## config.mk

```make
export PLATFORM = sky130hd
export DESIGN_NAME = stepper_tone_generator_flat
export DESIGN_NICKNAME = d
export VERILOG_FILES = /design/src/stg_pkg.sv /design/src/stg_in_if.sv /design/src/stg_out_if.sv /design/src/stepper_tone_generator.sv /design/src/stg_cfg_regs.sv /design/src/stg_engine.sv /design/src/flat_wrapper.sv
export VERILOG_INCLUDE_DIRS = /design/src /design/src/src
export SDC_FILE = /design/constraint.sdc
export NUM_CORES = 1
export LEC_CHECK = 0
export ABC_AREA = 1
export BUFFER_PORTS_ARGS = -buffer_cell sky130_fd_sc_hd__buf_2
export CAP_MARGIN = 30
export CORE_AREA = 2 2 133 148
export DETAILED_ROUTE_END_ITERATION = 6
export DIE_AREA = 0 0 135 150
export GPL_TIMING_DRIVEN = 0
export PLACE_DENSITY = 0.63
export SLEW_MARGIN = 20
export SYNTH_ARGS = -nofsm -noshare
export SYNTH_HDL_FRONTEND = slang
export SYNTH_HIERARCHICAL = 1
export SYNTH_SLANG_ARGS = --single-unit
```

## constraint.sdc

```tcl
create_clock -name i_clk -period 2.9 [get_ports i_clk]
set_input_delay 0.29 -clock i_clk [delete_from_list [all_inputs] [get_ports i_clk]]
set_output_delay 0.29 -clock i_clk [all_outputs]
set_load 0.02 [all_outputs]
```

## src/stepper_tone_generator_assert.svh

```systemverilog
// Assertion macros shared by the stepper tone generator RTL.
`ifndef STEPPER_TONE_GENERATOR_ASSERT_SVH
`define STEPPER_TONE_GENERATOR_ASSERT_SVH

// Same-cycle implication, checked outside reset.
`define STG_ASSERT_NOW(lbl, clk, rst_n, ante, cons, msg) \
    lbl: assert property (@(posedge clk) disable iff (!(rst_n)) (ante) |-> (cons)) \
        else $error(msg);

// Next-cycle implication, checked outside reset.
`define STG_ASSERT_NEXT(lbl, clk, rst_n, ante, cons, msg) \
    lbl: assert property (@(posedge clk) disable iff (!(rst_n)) (ante) |=> (cons)) \
        else $error(msg);

`endif

```

## src/stg_pkg.sv

```systemverilog
// Types and constants of the stepper tone generator.
`default_nettype none

package stg_pkg;

    localparam int CFG_IDX_W  = 3;
    localparam int CFG_DATA_W = 16;

    // configuration register indexes
    localparam logic [CFG_IDX_W-1:0] CFG_LOW_TURN      = 3'd0;
    localparam logic [CFG_IDX_W-1:0] CFG_HIGH_TURN     = 3'd1;
    localparam logic [CFG_IDX_W-1:0] CFG_CENTER_POS    = 3'd2;
    localparam logic [CFG_IDX_W-1:0] CFG_HOME_STEPS    = 3'd3;
    localparam logic [CFG_IDX_W-1:0] CFG_HOME_INTERVAL = 3'd4;

    // configuration reset values
    localparam logic [7:0]  RST_LOW_TURN      = 8'd30;
    localparam logic [7:0]  RST_HIGH_TURN     = 8'd130;
    localparam logic [7:0]  RST_CENTER_POS    = 8'd80;
    localparam logic [7:0]  RST_HOME_STEPS    = 8'd200;
    localparam logic [15:0] RST_HOME_INTERVAL = 16'd40000;
    localparam logic [15:0] RST_TONE_PERIOD   = 16'hFFFF;

    // command bytes
    localparam logic [7:0] CMD_STOP       = 8'd1;
    localparam logic [7:0] CMD_PLAY       = 8'd2;
    localparam logic [7:0] CMD_INSTR      = 8'd3;
    localparam logic [7:0] CMD_TOGGLE_DIR = 8'd4;
    localparam logic [7:0] CMD_RESET      = 8'd5;

    localparam logic [7:0] MODE_OSC = 8'd0;

    localparam logic REQ_BYTE = 1'b0;
    localparam logic REQ_TICK = 1'b1;

    // parser phases
    localparam logic [1:0] PH_CMD  = 2'd0;
    localparam logic [1:0] PH_HIGH = 2'd1;
    localparam logic [1:0] PH_LOW  = 2'd2;
    localparam logic [1:0] PH_MODE = 2'd3;

    // homing phases
    localparam logic [1:0] HP_DOWN = 2'd0;
    localparam logic [1:0] HP_UP   = 2'd1;
    localparam logic [1:0] HP_DONE = 2'd2;

    typedef struct packed {
        logic [7:0]  low_turn;
        logic [7:0]  high_turn;
        logic [7:0]  center_pos;
        logic [7:0]  home_steps;
        logic [15:0] home_interval;
    } t_cfg;

    typedef struct packed {
        logic step_out;
        logic dir_out;
        logic homing_busy;
        logic byte_dropped;
    } t_result;

endpackage

`default_nettype wire

```

## src/stg_in_if.sv

```systemverilog
// Input channel: command byte or timer tick.
`default_nettype none

interface stg_in_if;
    logic       valid;
    logic       ready;
    logic       req_type;
    logic [7:0] rx_byte;

    modport source (output valid, output req_type, output rx_byte, input ready);
    modport sink (input valid, input req_type, input rx_byte, output ready);
endinterface

`default_nettype wire

```

## src/stg_out_if.sv

```systemverilog
// Output channel: pin levels and status after each input word.
`default_nettype none

interface stg_out_if;
    logic valid;
    logic ready;
    logic step_out;
    logic dir_out;
    logic homing_busy;
    logic byte_dropped;

    modport source (
        output valid, output step_out, output dir_out,
        output homing_busy, output byte_dropped, input ready
    );
    modport sink (
        input valid, input step_out, input dir_out,
        input homing_busy, input byte_dropped, output ready
    );
endinterface

`default_nettype wire

```

## src/stepper_tone_generator.sv

```systemverilog
// Top level of the stepper tone generator: input stage, configuration registers, engine and result register.
`default_nettype none

`include "stepper_tone_generator_assert.svh"

// Stepper tone generator. Each input word is a command byte or a timer tick and
// yields exactly one result word with the step and direction pin levels, the
// homing flag and a flag for a byte dropped during homing. A word is taken into
// an input register, and once the result register is free or being emptied the
// engine updates all state while the result is loaded into the output register,
// so one word per cycle is sustained while the output is not stalled; the engine
// updates all its state for a word at once. Homing starts out of reset with
// 200 down toggles; configuration writes take effect from the next word.
module stepper_tone_generator (
    input  wire                               i_clk,
    input  wire                               i_rst_n,
    stg_in_if.sink                            i_in,
    stg_out_if.source                         o_out,
    input  wire                               i_cfg_we,
    input  wire  [stg_pkg::CFG_IDX_W-1:0]     i_cfg_idx,
    input  wire  [stg_pkg::CFG_DATA_W-1:0]    i_cfg_wdata
);
    import stg_pkg::*;

    logic       r_in_valid;
    logic       r_in_req_type;
    logic [7:0] r_in_rx_byte;
    logic       r_out_valid;
    t_result    r_out;
    logic       w_adv;
    logic       w_take;
    t_cfg       w_cfg;
    t_result    w_res;

    // advance when the result register is free or being emptied
    assign w_adv  = r_in_valid && (!r_out_valid || o_out.ready);
    assign w_take = i_in.valid && i_in.ready;
    assign i_in.ready = !r_in_valid || w_adv;

    stg_cfg_regs u_cfg (
        .i_clk       (i_clk),
        .i_rst_n     (i_rst_n),
        .i_cfg_we    (i_cfg_we),
        .i_cfg_idx   (i_cfg_idx),
        .i_cfg_wdata (i_cfg_wdata),
        .o_cfg       (w_cfg)
    );

    stg_engine u_engine (
        .i_clk      (i_clk),
        .i_rst_n    (i_rst_n),
        .i_fire     (w_adv),
        .i_req_type (r_in_req_type),
        .i_rx_byte  (r_in_rx_byte),
        .i_cfg      (w_cfg),
        .o_res      (w_res)
    );

    always_ff @(posedge i_clk) begin
        if (!i_rst_n) begin
            r_in_valid  <= 1'b0;
            r_out_valid <= 1'b0;
        end else begin
            if (w_take) begin
                r_in_valid <= 1'b1;
            end else if (w_adv) begin
                r_in_valid <= 1'b0;
            end
            if (w_adv) begin
                r_out_valid <= 1'b1;
            end else if (o_out.ready) begin
                r_out_valid <= 1'b0;
            end
        end
    end

    always_ff @(posedge i_clk) begin
        if (w_take) begin
            r_in_req_type <= i_in.req_type;
            r_in_rx_byte  <= i_in.rx_byte;
        end
        if (w_adv) begin
            r_out <= w_res;
        end
    end

    assign o_out.valid        = r_out_valid;
    assign o_out.step_out     = r_out.step_out;
    assign o_out.dir_out      = r_out.dir_out;
    assign o_out.homing_busy  = r_out.homing_busy;
    assign o_out.byte_dropped = r_out.byte_dropped;

    `STG_ASSERT_NEXT(a_adv_fills_out, i_clk, i_rst_n, w_adv, r_out_valid, "processed word lost before result register")
    `STG_ASSERT_NEXT(a_stall_keeps_in, i_clk, i_rst_n, r_in_valid && !w_adv, r_in_valid && $stable(r_in_rx_byte), "waiting word lost in input stage")

endmodule

`default_nettype wire

```

## src/stg_cfg_regs.sv

```systemverilog
// Configuration registers of the stepper tone generator.
`default_nettype none

module stg_cfg_regs (
    input  wire                                i_clk,
    input  wire                                i_rst_n,
    input  wire                                i_cfg_we,
    input  wire  [stg_pkg::CFG_IDX_W-1:0]      i_cfg_idx,
    input  wire  [stg_pkg::CFG_DATA_W-1:0]     i_cfg_wdata,
    output stg_pkg::t_cfg                      o_cfg
);
    import stg_pkg::*;

    t_cfg r_cfg;

    always_ff @(posedge i_clk) begin
        if (!i_rst_n) begin
            r_cfg.low_turn      <= RST_LOW_TURN;
            r_cfg.high_turn     <= RST_HIGH_TURN;
            r_cfg.center_pos    <= RST_CENTER_POS;
            r_cfg.home_steps    <= RST_HOME_STEPS;
            r_cfg.home_interval <= RST_HOME_INTERVAL;
        end else if (i_cfg_we) begin
            case (i_cfg_idx)
                CFG_LOW_TURN: begin
                    r_cfg.low_turn <= i_cfg_wdata[7:0];
                end
                CFG_HIGH_TURN: begin
                    r_cfg.high_turn <= i_cfg_wdata[7:0];
                end
                CFG_CENTER_POS: begin
                    r_cfg.center_pos <= i_cfg_wdata[7:0];
                end
                CFG_HOME_STEPS: begin
                    r_cfg.home_steps <= i_cfg_wdata[7:0];
                end
                CFG_HOME_INTERVAL: begin
                    r_cfg.home_interval <= i_cfg_wdata[15:0];
                end
                default: begin
                    // drop writes to unused indexes
                end
            endcase
        end
    end

    assign o_cfg = r_cfg;

endmodule

`default_nettype wire

```

## src/stg_engine.sv

```systemverilog
// Parser, tone timer and homing sequencer state with its one-word update.
`default_nettype none

`include "stepper_tone_generator_assert.svh"

module stg_engine (
    input  wire                  i_clk,
    input  wire                  i_rst_n,
    input  wire                  i_fire,
    input  wire                  i_req_type,
    input  wire  [7:0]           i_rx_byte,
    input  wire  stg_pkg::t_cfg  i_cfg,
    output stg_pkg::t_result     o_res
);
    import stg_pkg::*;

    logic [1:0]  r_parse_phase, n_parse_phase;
    logic [7:0]  r_period_high, n_period_high;
    logic [15:0] r_tone_period, n_tone_period;
    logic [15:0] r_tick_count,  n_tick_count;
    logic        r_running,     n_running;
    logic [7:0]  r_tone_mode,   n_tone_mode;
    logic [7:0]  r_head_pos,    n_head_pos;
    logic        r_bounce_dir,  n_bounce_dir;
    logic        r_step_level,  n_step_level;
    logic        r_dir_level,   n_dir_level;
    logic [1:0]  r_home_phase,  n_home_phase;
    logic [7:0]  r_home_left,   n_home_left;
    logic [15:0] r_home_wait,   n_home_wait;
    logic        n_dropped;
    logic        w_homing;
    logic        w_next_homing;

    assign w_homing      = (r_home_phase == HP_DOWN) || (r_home_phase == HP_UP);
    assign w_next_homing = (n_home_phase == HP_DOWN) || (n_home_phase == HP_UP);

    always_comb begin
        n_parse_phase = r_parse_phase;
        n_period_high = r_period_high;
        n_tone_period = r_tone_period;
        n_tick_count  = r_tick_count;
        n_running     = r_running;
        n_tone_mode   = r_tone_mode;
        n_head_pos    = r_head_pos;
        n_bounce_dir  = r_bounce_dir;
        n_step_level  = r_step_level;
        n_dir_level   = r_dir_level;
        n_home_phase  = r_home_phase;
        n_home_left   = r_home_left;
        n_home_wait   = r_home_wait;
        n_dropped     = 1'b0;

        if (i_req_type == REQ_TICK) begin
            if (w_homing) begin
                if (r_home_wait != 16'd0) begin
                    n_home_wait = r_home_wait - 16'd1;
                end else begin
                    // down phase used up: turn around and go on at once
                    if (r_home_phase == HP_DOWN && r_home_left == 8'd0) begin
                        n_home_phase = HP_UP;
                        n_dir_level  = 1'b0;
                        n_head_pos   = 8'd0;
                        n_home_left  = i_cfg.center_pos;
                    end
                    if (n_home_phase == HP_UP && n_home_left == 8'd0) begin
                        n_home_phase = HP_DONE;
                    end else begin
                        n_step_level = ~r_step_level;
                        n_home_left  = n_home_left - 8'd1;
                        if (n_home_phase == HP_UP) begin
                            n_head_pos = n_head_pos + 8'd1;
                        end
                        n_home_wait = (i_cfg.home_interval == 16'd0) ? 16'd0
                                    : i_cfg.home_interval - 16'd1;
                    end
                end
            end else if (r_running) begin
                if (r_tick_count == r_tone_period) begin
                    n_tick_count = 16'd0;
                    n_step_level = ~r_step_level;
                    if (r_tone_mode == MODE_OSC) begin
                        if (!r_step_level) begin
                            n_dir_level = ~r_dir_level;
                        end
                    end else begin
                        n_dir_level = r_bounce_dir;
                        if (!r_bounce_dir) begin
                            n_head_pos = r_head_pos + 8'd1;
                            if (n_head_pos > i_cfg.high_turn) begin
                                n_bounce_dir = 1'b1;
                            end
                        end else begin
                            n_head_pos = r_head_pos - 8'd1;
                            if (n_head_pos < i_cfg.low_turn) begin
                                n_bounce_dir = 1'b0;
                            end
                        end
                    end
                end else if (r_tick_count > r_tone_period) begin
                    // period lowered under the count: restart without a step
                    n_tick_count = 16'd0;
                end else begin
                    n_tick_count = r_tick_count + 16'd1;
                end
            end
        end else if (w_homing) begin
            n_dropped = 1'b1;
        end else begin
            case (r_parse_phase)
                PH_HIGH: begin
                    n_period_high = i_rx_byte;
                    n_parse_phase = PH_LOW;
                end
                PH_LOW: begin
                    n_tone_period = {r_period_high, i_rx_byte};
                    n_running     = 1'b1;
                    n_parse_phase = PH_CMD;
                end
                PH_MODE: begin
                    n_tone_mode   = i_rx_byte;
                    n_parse_phase = PH_CMD;
                end
                default: begin
                    n_parse_phase = PH_CMD;
                    case (i_rx_byte)
                        CMD_STOP: begin
                            n_running = 1'b0;
                        end
                        CMD_PLAY: begin
                            n_parse_phase = PH_HIGH;
                        end
                        CMD_INSTR: begin
                            n_parse_phase = PH_MODE;
                        end
                        CMD_TOGGLE_DIR: begin
                            n_bounce_dir = ~r_bounce_dir;
                        end
                        CMD_RESET: begin
                            n_running    = 1'b0;
                            n_dir_level  = 1'b1;
                            n_home_phase = HP_DOWN;
                            n_home_left  = i_cfg.home_steps;
                            n_home_wait  = 16'd0;
                        end
                        default: begin
                            // ignore unknown commands
                        end
                    endcase
                end
            endcase
        end
    end

    always_ff @(posedge i_clk) begin
        if (!i_rst_n) begin
            r_parse_phase <= PH_CMD;
            r_period_high <= 8'd0;
            r_tone_period <= RST_TONE_PERIOD;
            r_tick_count  <= 16'd0;
            r_running     <= 1'b0;
            r_tone_mode   <= MODE_OSC;
            r_head_pos    <= 8'd0;
            r_bounce_dir  <= 1'b0;
            r_step_level  <= 1'b0;
            r_dir_level   <= 1'b1;
            r_home_phase  <= HP_DOWN;
            r_home_left   <= RST_HOME_STEPS;
            r_home_wait   <= 16'd0;
        end else if (i_fire) begin
            r_parse_phase <= n_parse_phase;
            r_period_high <= n_period_high;
            r_tone_period <= n_tone_period;
            r_tick_count  <= n_tick_count;
            r_running     <= n_running;
            r_tone_mode   <= n_tone_mode;
            r_head_pos    <= n_head_pos;
            r_bounce_dir  <= n_bounce_dir;
            r_step_level  <= n_step_level;
            r_dir_level   <= n_dir_level;
            r_home_phase  <= n_home_phase;
            r_home_left   <= n_home_left;
            r_home_wait   <= n_home_wait;
        end
    end

    assign o_res.step_out     = n_step_level;
    assign o_res.dir_out      = n_dir_level;
    assign o_res.homing_busy  = w_next_homing;
    assign o_res.byte_dropped = n_dropped;

    `STG_ASSERT_NOW(a_no_tone_while_homing, i_clk, i_rst_n, w_homing, !r_running, "tone timer runs during homing")
    `STG_ASSERT_NOW(a_drop_only_homing, i_clk, i_rst_n, i_fire && o_res.byte_dropped, o_res.homing_busy, "byte dropped outside homing")
    `STG_ASSERT_NEXT(a_homing_ends_on_tick, i_clk, i_rst_n, i_fire && w_homing && !w_next_homing, $past(i_req_type) == REQ_TICK, "homing ended on a byte")

endmodule

`default_nettype wire

```

## src/flat_wrapper.sv

```systemverilog
// flat-port wrapper written by rule: the top's interface ports become plain ports
module stepper_tone_generator_flat import stg_pkg::*;
  (i_clk, i_rst_n, i_cfg_we, i_cfg_idx, i_cfg_wdata, i_in_valid, i_in_req_type, i_in_rx_byte, i_in_ready, o_out_valid, o_out_step_out, o_out_dir_out, o_out_homing_busy, o_out_byte_dropped, o_out_ready);
  stg_in_if i_in_i ();
  stg_out_if o_out_i ();
  input  wire i_clk;
  input  wire i_rst_n;
  input  wire i_cfg_we;
  input  wire  [stg_pkg::CFG_IDX_W-1:0] i_cfg_idx;
  input  wire  [stg_pkg::CFG_DATA_W-1:0] i_cfg_wdata;
  input wire logic [$bits(i_in_i.valid)-1:0] i_in_valid;
  input wire logic [$bits(i_in_i.req_type)-1:0] i_in_req_type;
  input wire logic [$bits(i_in_i.rx_byte)-1:0] i_in_rx_byte;
  output wire logic [$bits(i_in_i.ready)-1:0] i_in_ready;
  output wire logic [$bits(o_out_i.valid)-1:0] o_out_valid;
  output wire logic [$bits(o_out_i.step_out)-1:0] o_out_step_out;
  output wire logic [$bits(o_out_i.dir_out)-1:0] o_out_dir_out;
  output wire logic [$bits(o_out_i.homing_busy)-1:0] o_out_homing_busy;
  output wire logic [$bits(o_out_i.byte_dropped)-1:0] o_out_byte_dropped;
  input wire logic [$bits(o_out_i.ready)-1:0] o_out_ready;
  assign i_in_i.valid = i_in_valid;
  assign i_in_i.req_type = i_in_req_type;
  assign i_in_i.rx_byte = i_in_rx_byte;
  assign i_in_ready = i_in_i.ready;
  assign o_out_valid = o_out_i.valid;
  assign o_out_step_out = o_out_i.step_out;
  assign o_out_dir_out = o_out_i.dir_out;
  assign o_out_homing_busy = o_out_i.homing_busy;
  assign o_out_byte_dropped = o_out_i.byte_dropped;
  assign o_out_i.ready = o_out_ready;
  stepper_tone_generator u_core (.i_clk(i_clk), .i_rst_n(i_rst_n), .i_in(i_in_i), .o_out(o_out_i), .i_cfg_we(i_cfg_we), .i_cfg_idx(i_cfg_idx), .i_cfg_wdata(i_cfg_wdata));
endmodule
```

# Word-level counts from Yosys, hierarchy flattened
# Index checks and enable logic that the tools add are counted.
[totals]
output_inout_bits = 6
reg_bits = 151
[classes]
bitwise_logic = 6
order_cmp = 3
mux = 81
n_reduce_logical = 44
eq_ne = 27
addsub = 7
[op_table]
columns = ["operator", "count"]
rows = [
  ["$mux 8", 23],
  ["$mux 16", 10],
  ["$mux 1", 34],
  ["$sub 16x1->16 const B", 2],
  ["$logic_not 8->1", 3],
  ["$mux 2", 11],
  ["$reduce_and 6->1", 3],
  ["$add 16x1->16 const B", 1],
  ["$add 8x1->8 const B", 2],
  ["$eq 16x16->1", 1],
  ["$eq 8x2->1 const B", 2],
  ["$eq 8x3->1 const B", 2],
  ["$gt 16x16->1", 1],
  ["$logic_not 16->1", 1],
  ["$reduce_and 4->1", 4],
  ["$reduce_bool 16->1", 1],
  ["$sub 8x1->8 const B", 2],
  ["$ne 2x2->1 const B", 7],
  ["$reduce_bool 2->1", 7],
  ["$reduce_and 2->1", 5],
  ["$eq 2x1->1 const B", 4],
  ["$eq 8x1->1 const B", 1],
  ["$gt 8x8->1", 1],
  ["$lt 8x8->1", 1],
  ["19 further kinds", 39],
]

# Depth between registers and ports, before layout
# Gate-level depths: netlist (run 1).
[logic_depth]
depth_word = 14
mapped_depth = 18

# By module
# The synthesis (run 1) kept the hierarchy.
[by_module_without_submodules]
columns = ["module", "cells_per_inst", "n_inst", "area_per_inst_um2"]
rows = [
  ["stg_engine", 1072, 1, 6730.2],
  ["stg_cfg_regs", 268, 1, 1953.1],
  ["stepper_tone_generator", 26, 1, 485.5],
]

# Least setup slack after synthesis (run 1)
# No wires, ideal clock.
[synth_path]
kind = "register to register"
start = "register u_core.u_engine.r_home_left[4]"
end = "register u_core.r_out, in the netlist u_core/o_out.homing_busy (data pin)"
path_slack_ps = 624
arrival_time_ps = 2025
n_path_buf = 1
synth_period_minus_slack_ps = 2276
path_stages_with_launch = 15
required_ps = 2649
setup_time_ps = 251
cell_sequence = "dfxtp_1 > nor2_1 > nand2_2 > nor2_8 > nand2_4 > o21ai_2 > ha_1 > nand3b_1 > nor2_4 > nand2_4 > inv_4 > nand4_1 > nand2_1 > inv_1 > buf_4"
[synth_via]
elab_chain_len = 14
[synth_rtl]
columns = ["element", "line_no", "rtl"]
rows = [
  ["start: declaration", "stg_engine.sv:28", "logic [7:0] r_home_left, n_home_left;"],
  ["start signal: assignment", "stg_engine.sv:181", "r_home_left <= n_home_left;"],
  ["$logic_not 8->1", "stg_engine.sv:59", "if (r_home_phase == HP_DOWN && r_home_left == 8'd0) begin"],
  ["$logic_and 1x1->1", "stg_engine.sv:59", ""],
  ["$mux 8 or $mux 2 (tied branches)", "stg_engine.sv:59", ""],
  ["$mux 8 or $mux 2 (tied branches)", "stg_engine.sv:55", "if (r_home_wait != 16'd0) begin"],
  ["$mux 8 or $mux 2 (tied branches)", "stg_engine.sv:54", "if (w_homing) begin"],
  ["$mux 8 or $mux 2 (tied branches)", "stg_engine.sv:53", "if (i_req_type == REQ_TICK) begin"],
  ["$logic_not 8->1 or $eq 2x1->1 (tied branches)", "stg_engine.sv:65", "if (n_home_phase == HP_UP && n_home_left == 8'd0) begin"],
  ["$logic_and 1x1->1", "stg_engine.sv:65", ""],
  ["$mux 2 (*)", "stg_engine.sv:65", ""],
  ["$mux 2 (*)", "stg_engine.sv:55", ""],
  ["$mux 2 (*)", "stg_engine.sv:54", ""],
  ["$mux 2 (*)", "stg_engine.sv:53", ""],
  ["$eq 2x1->1 or $logic_not 2->1 (tied branches)", "stg_engine.sv:35", "assign w_next_homing = (n_home_phase == HP_DOWN) || (n_home_phase == HP_UP);"],
  ["$logic_or 1x1->1 (*)", "stg_engine.sv:35", ""],
  ["net u_core.u_engine.w_next_homing", "stg_engine.sv:32", "logic w_next_homing;"],
  ["end signal: assignment", "stepper_tone_generator.sv:83", "r_out <= w_res;"],
  ["end: declaration", "stepper_tone_generator.sv:29", "t_result r_out;"],
]
# The timed path passes the listed nets; every way through them passes the cells marked *. The select of a mux whose other input is x is not followed.
# A chain may end at the register's enable or synchronous reset.

# Worst setup path in the final report (run 1)
# Ends and elaborated chain as after synthesis.

==> results of run 1 <==
flip-flops by register name, summed over array words and instances, names as in the netlist, 2 cells and up:
signal,cells
u_core/u_cfg/o_cfg,48
u_core/u_engine/r_home_wait,16
u_core/u_engine/r_tick_count,16
u_core/u_engine/r_tone_period,16
u_core/r_in_rx_byte,8
u_core/u_engine/r_head_pos,8
u_core/u_engine/r_home_left,8
u_core/u_engine/r_period_high,8
u_core/u_engine/r_tone_mode,8
u_core/u_engine/r_home_phase,2
u_core/u_engine/r_parse_phase,2
routing by layer:
metal  up-vias  wire length, µm  global-route usage (%)
met5         -                0                       0
met3        29              884                   3.557
met1      3997            11240                   31.94
met2       172            11540                   43.20
li1       4557                -                       -
met4         0              463                   7.135
power by group:
part	leakage, µW	switching [µW]	internal (µW)
Clock	0.000266	948	1190
Combinational	0.00335	511	268
Sequential	0.00124	62.2	2170
through the flow:
step,cells,total power [µW],setup slack (ns),cell area [µm²],hold WS [ns]
final,1684,5151,0.2265,10250,0.03357
after global routing,1684,5393,0.02682,10250,0.01826
after CTS,1683,5191,0.1212,10230,0.01929
after detailed placement,1651,3046,-0.08406,9668,0.4615
after global placement,1651,3039,-0.05703,9668,0.4590
after floorplan,1366,2832,0.6241,9169,0.3889
placed cells by master (no fill, tap or decap), types with 3 or more instances in the layout:
cell type   instances
nor3b_1             5
a21oi_2             3
nand3b_1           13
dfxtp_1           137
clkinvlp_4          3
xnor2_1             5
nor3_1             15
nor2_1            209
nor2_2              5
nand4_1            22
nand2_1           283
clkinv_2            3
buf_2              48
buf_1               3
buf_4               9
nor2_4             10
inv_1             158
nand2_2             7
clkbuf_16          17
edfxtp_1           13
inv_2               4
o21ai_0            91
xor2_1             24
ha_1               38
nand2_4             5
a21oi_1            93
nand3_1           137
o211ai_1           10
clkbuf_1           24
inv_6               4
final timing paths:
check / endpoint / from / depth (start not counted) / slack [ns]
worst max-delay path: u_core/o_out.homing_busy / u_core/u_engine/r_home_left[4] / 14 / 0.23
worst min-delay path: u_core/r_in_rx_byte[4] / i_in_rx_byte[4] / 1 / 0.03
worst max register to register: u_core/o_out.homing_busy / u_core/u_engine/r_home_left[4] / 14 / 0.23
worst min register to register: u_core/u_engine/r_home_wait[1] / u_core/u_engine/r_home_wait[1] / 2 / 0.47
kinds of logic after synthesis:
kind of cell | count (synthesis) | share of synthesized area, %
flip-flops | 151 | 34.39
XOR/XNOR | 29 | 2.770
adder cells (fa/ha/maj) | 39 | 5.322
buffers and inverters | 212 | 9.443
AO/OA/AOI/OAI | 210 | 12.23
AND/OR/NAND/NOR | 725 | 35.85
cell type report:
class	instances	area share, %
clock inverter	13	1.196
multi-input combinational	1003	50.40
inverter	166	6.125
clock buffer	19	4.222
sequential	151	30.76
tap	247	3.014
buffer	45	2.282
timing repair buffer	40	2.001
what timing repair did:
action / 4_1_cts / 5_1_grt
cloned: 0 / 0
setup buffers: 0 / 2
endpoints found under the setup margin: 9 / 21
resized for setup: 1 / 4
pin swaps: 0 / 1
worst max-delay path, cell delays in order (launching register included):
cell	delay, ns
dfxtp_1	0.33
nor2_1	0.18
nand2_2	0.12
nor2_8	0.20
nand2_4	0.12
o21ai_4	0.22
ha_2	0.27
nand3b_1	0.15
nor2_4	0.21
nand2_4	0.09
inv_4	0.11
nand4_1	0.11
nand2_1	0.15
inv_1	0.05
buf_4	0.12
==> impl_results.md, run 1 <==
* CP Launch Type: flip-flop
* Layout fillers at 1,947
* Yosys top cell area share at 30.13%
* Worst-margin pin slew at 0.6847 ns
* TritonCTS clock tree: done
* Area of the multi-input gates at 5169 µm²
* Insertion delay to the later sink of the worst-skew pair at 0.43 ns
* RSZ-0062 raised after global routing: false
* Vias in the first global route at 8,381
* Antenna diode count at 0
* Vias at 8,755
* Layout cells sized above 1 at 10.02%
* Area Overhead vs Synth at 11.84%
* Tmin final at 2.673 ns
* Starting Density at 48.68%
* Synth area leaders: dfxtp_1, nand2_1, nor2_1
* Post-Route WL at 24.13 mm
* Ys flop type: dfxtp_1
* Routability-driven placement congestion ratio at 0.9161
* Core area at 18,830 µm²
* Chip width at 135 µm
* Yosys cell types at 46
* CTS HTree Levels at 4
* Sequential share of the synthesized area at 34.39%
* Vias per std cell at 5.199
* Arr. time, crit path at 2.86 ns
* # hold bufs at CTS at 0
* CTS Root Cell: clkbuf_16
* #FFs+latches synth at 151
* # IOs at 39
* TritonCTS Buffers at 17
* CP Capture Type: flip-flop
* Cells after Synth at 1,366
* I/O Buffers at 38
* Row cnt at 53
* Data required time at the worst endpoint at 3.09 ns
* GRT Residual Overflow at 0
* Detailed Route Iter0 Violations at 513
* Number of synthesized flops with an enable pin at 13
* Tot GR Track Use at 24.81%
* Max-Cap Viols at 0
* DIE HEIGHT at 150 µm
* Tcrit/Tclk final at 92.19%
* Power density over cell area at 502.3 nW/µm²
* FFs w/ async S/R, synth at 0%
* Cell Area, Synth at 9169 µm²
* Setup TNS Final at 0 ns
* Initial antenna violation count at 0
* F_max at 0.3740 GHz
* DRC at 0
* Synth warnings at 6
* Max VDD drop at 0.4237 mV
* DR pass1 iterations at 5
* Tightest Hold Check Type: input pin to flip-flop
* Status: complete, no violations
* Rel. slew slack at 54.36%
* Clk_skew at 0.009942 ns
* Setup violators final at 0
* First-pass GRT wire length at 40.05 mm
* Final nets at 1,496
* Largest area contributor in the netlist: dfxtp_1
* Post-synth net total at 1,438
* Register area at 3154 µm²
* Commonest cells post-synth: nand2_1, nor2_1, inv_1, dfxtp_1, nand3_1
* Setup Crit Path Kind: flip-flop to flip-flop
* Syn_area_per_cell at 6.712 µm²
* Crit path max fanout at 9
* Largest net degree at the start of global routing at 17
* Final Core Density at 54.45%
* CTS Buffer Depth at 2
* Dpl hpwl at 18.31 mm
* Top-count cell post-synth: nand2_1
* Slew Limit Fails at 0
* Leak pwr at 0.004857 µW
* Die ar. at 20,250 µm²
* Reg clk slew, reported paths at 0.07 ns
* Final hold vios at 0
* Routed wire per std cell at 14.33 µm
* DRT antenna net count at 0
* Sink Count at 151
(Power assumes the default switching activity.)
==> run 2: changes to the inputs <==
--- a/config.mk
+++ b/config.mk
@@ -9,13 +9,12 @@
 export ABC_AREA = 1
 export BUFFER_PORTS_ARGS = -buffer_cell sky130_fd_sc_hd__buf_2
 export CAP_MARGIN = 30
-export CORE_AREA = 2 2 133 148
+export CORE_AREA = 2 2 127 142
 export DETAILED_ROUTE_END_ITERATION = 6
-export DIE_AREA = 0 0 135 150
+export DIE_AREA = 0 0 129 144
 export GPL_TIMING_DRIVEN = 0
 export PLACE_DENSITY = 0.63
 export SLEW_MARGIN = 20
 export SYNTH_ARGS = -nofsm -noshare
 export SYNTH_HDL_FRONTEND = slang
-export SYNTH_HIERARCHICAL = 1
 export SYNTH_SLANG_ARGS = --single-unit
==> impl_results.md, run 2 <==
* Status: complete, no violations
* Clk_skew at 0.01053 ns (+0.0005831 ns)
* Die ar. at 18,580 µm² (-8.3%)
* Detailed Route Iter0 Violations at 516 (+0.58%)
* CTS Buffer Depth at 2 (unchanged)
* Slew Limit Fails at 0 (unchanged)
* Synth area leaders: dfxtp_1, nand2_1, nor2_1
* Initial antenna violation count at 0 (unchanged)
* Routability-driven placement congestion ratio at 0.9430 (+2.9%)
* Data required time at the worst endpoint at 3.08 ns (about the same)
* Most Frequent Cell on Critical Path: nand2_1
* Dpl hpwl at 17.25 mm (-5.7%)
* Row cnt at 51 (-3.8%)
* Most common cell after layout, fill and taps aside: nand2_1
* Setup violators final at 0 (unchanged)
* Reg clk slew, reported paths at 0.06 ns (about the same)
* Tmin final at 2.605 ns (-0.06839 ns)
* Hold Slack at 0.03156 ns (-0.002010 ns)
* DRC at 0 (unchanged)
* Final nets at 1,333 (-11%)
* Final hold vios at 0 (unchanged)
* Tcrit/Tclk final at 89.83% (-2.4 points)
* Layout cells sized above 1 at 9.341% (-0.68 points)
* Commonest non-fill, non-tap cells in the layout: nand2_1, nor2_1, inv_1
* Tot GR Track Use at 25.84% (+1.0 points)
* Core area at 17,290 µm² (-8.2%)
* Overall power at 5217 µW (+1.3%)
* Ys flop type: dfxtp_1
* CP Launch Type: flip-flop
* DRT antenna net count at 0 (unchanged)
* Sink Count at 151 (unchanged)
* Crit path max fanout at 10 (+1)
* Setup Crit Path Kind: flip-flop to flip-flop
* Cells after Synth at 1,201 (-12%)
* I/O Buffers at 38 (unchanged)
* Chip width at 129 µm (-4.4%)
* Max-Cap Viols at 0 (unchanged)
* Min-delay src: i_in_rx_byte[6]
* F_max at 0.3839 GHz (+2.6%)
* Commonest cells post-synth: nand2_1, nor2_1, inv_1, dfxtp_1, a21oi_1
* Leak pwr at 0.004280 µW (-12%)
* Placed cells at 1,477 (-11%)
* Tightest Hold Check Type: input pin to flip-flop
* Routed wire per std cell at 15.29 µm (+6.7%)
* Rel. slew slack at 50.07% (-4.3 points)
* Syn_area_per_cell at 7.017 µm² (+4.5%)
* Power density over cell area at 548.5 nW/µm² (+9.2%)
* Max incr delay on CP at 0.36 ns (+0.03 ns)
* CTS HTree Levels at 4 (unchanged)
* RR Endpoint: u_core.o_out.step_out
* CP Capture Type: flip-flop
* Post-Route WL at 23.11 mm (-4.2%)
* Largest net degree at the start of global routing at 17 (unchanged)
* Number of synthesized flops with an enable pin at 13 (unchanged)
* Yosys top cell area share at 32.78% (+2.7 points)
* #FFs+latches synth at 151 (unchanged)
* Non-Filler Instances at 1,512 (-10%)
* Top-count cell post-synth: nand2_1
* Hold EP: u_core.r_in_rx_byte[6]
* Insertion delay to the later sink of the worst-skew pair at 0.43 ns (about the same)
* FF-to-FF setup slack at 0.29 ns (+0.07 ns)
* Vias per std cell at 5.247 (+0.92%)
* Largest register FFs at 48 (unchanged)
* Post-synth net total at 1,273 (-11%)
* CTS Root Cell: clkbuf_16
* Final Core Density at 55.00% (+0.54 points)
* Sequential share of the synthesized area at 37.42% (+3.0 points)
* DR pass1 iterations at 5 (unchanged)
* Area Overhead vs Synth at 12.86%
* TritonCTS clock tree: done
* # IOs at 39 (unchanged)
* Worst reg2reg startpoint: u_core.u_engine.r_home_phase[1]
* DIE HEIGHT at 144 µm (-4.0%)
* Synth warnings at 0 (-6)
* Setup TNS Final at 0 ns (unchanged)
* CP max-delay cell: dfxtp_1
* GRT Residual Overflow at 0 (unchanged)
* WHS Path Cells at 1 (unchanged)
* First-pass GRT wire length at 37.38 mm (-6.7%)
* TritonCTS Buffers at 17 (unchanged)
* Vias at 7,933 (-9.4%)
* RSZ-0062 raised after global routing: false
* Vias in the first global route at 7,319 (-13%)
* FFs w/ async S/R, synth at 0% (unchanged)
* Arr. time, crit path at 2.79 ns (-0.07 ns)
* Reg2reg path depth at 15 (+1)
* Yosys cell types at 47 (+2.2%)
* Starting Density at 48.73% (about the same)
* Cell Area, Synth at 8427 µm² (-8.1%)
* Max VDD drop at 0.4475 mV (+5.6%)
* Antenna diode count at 0 (unchanged)
* Worst-margin pin slew at 0.7489 ns (+0.06427 ns)
* Worst-path cell chain: nor2_1, nand2_1, nor2_4, nand2_4, buf_6, o21ai_4, ha_2, nand3b_1, nor2_4, nand2_2, buf_6, nand2_1, nand2_1, nand2_1, inv_1
* Largest area contributor in the netlist: dfxtp_1
==> run 2: changes by cell type in the layout (fill, tap and decap cells not counted), sizes merged, moves of 4 or more <==
cell | before | now
nand2 | 297 | 236
buf | 63 | 58
nand3b | 13 | 2
nand3 | 139 | 68
nand4 | 22 | 15
nor3 | 18 | 26
o211ai | 10 | 32
xor2 | 24 | 29
nor2 | 226 | 171
a21oi | 97 | 107
nor3b | 5 | 1
inv | 169 | 149
o22ai | 1 | 7
==> run 2: cells by family (layout without fill, tap and decap cells) <==
family | Yosys count | count (layout) | share of synthesized area, %
flops | 151 | 151 | 37.42
simple gates | 527 | 527 | 27.13
fa+ha+maj | 39 | 39 | 5.791
compound gates | 259 | 259 | 16.94
xor+xnor | 37 | 37 | 3.846
buf+inv | 188 | 261 | 8.879
==> run 2: report_power, final <==
group          switching (µW)  internal, µW
Clock                     937          1180
Sequential               58.2          2180
Combinational             574           287
Total                    1570          3650
==> run 2: metrics by stage <==
stage | cell area, µm² | worst slack, ns
6_report | 9510 | 0.2949
5_1_grt | 9510 | 0.05820
4_1_cts | 9468 | 0.1995
3_5_place_dp | 8915 | 0.2238
3_3_place_gp | 8915 | 0.2067
2_1_floorplan | 8427 | 0.6192
==> run 2: what timing repair did <==
item | CTS | global route
setup buffers | 0 | 3
gates resized for setup | 0 | 4
endpoints found under the setup margin | 0 | 7
hold buffers | 0 | 0
==> run 2: worst max-delay path, delay by kind of cell, from the launching register on <==
family                   cells  cell delay [ns]
AND/OR/NAND/NOR             10             1.14
buffers and inverters        3             0.40
AO/OA/AOI/OAI                1             0.18
adder cells (fa/ha/maj)      1             0.26
flip-flops                   1             0.36
==> run 2: worst max-delay path by stage <==
stage	start	end	slack, ns	depth (start not counted)
final	u_core.u_engine.r_home_phase[1]	u_core.o_out.step_out	0.29	15
after global routing	u_core.u_engine.r_home_phase[1]	u_core.o_out.step_out	0.06	15
after CTS	u_core.u_engine.r_head_pos[0]	u_core.u_engine.r_bounce_dir	0.20	15
after detailed placement	u_core.u_engine.r_head_pos[0]	u_core.u_engine.r_bounce_dir	0.22	15
after global placement	u_core.u_engine.r_home_phase[1]	u_core.u_engine.r_head_pos[4]	0.21	14
after floorplan	u_core.u_engine.r_home_left[6]	u_core.o_out.step_out	0.62	15
==> run 2: cell type report <==
cell class,instances,area (µm²)
sequential,151,3153
fill,1715,7782
clock inverter,14,123.9
tap,238,297.8
timing repair buffer,41,212.7
multi-input combinational,862,4546
inverter,148,555.5
buffer,40,192.7
clock buffer,18,429.2
==> run 2: routing by layer <==
layer  routed length (µm)  share of wire [%]  GRT usage, %
met5                    0                  0             0
met4                  471                2.0         8.638
met3                 1102                4.8         3.515
met2                10580                 46         42.86
met1                10960                 47         34.75
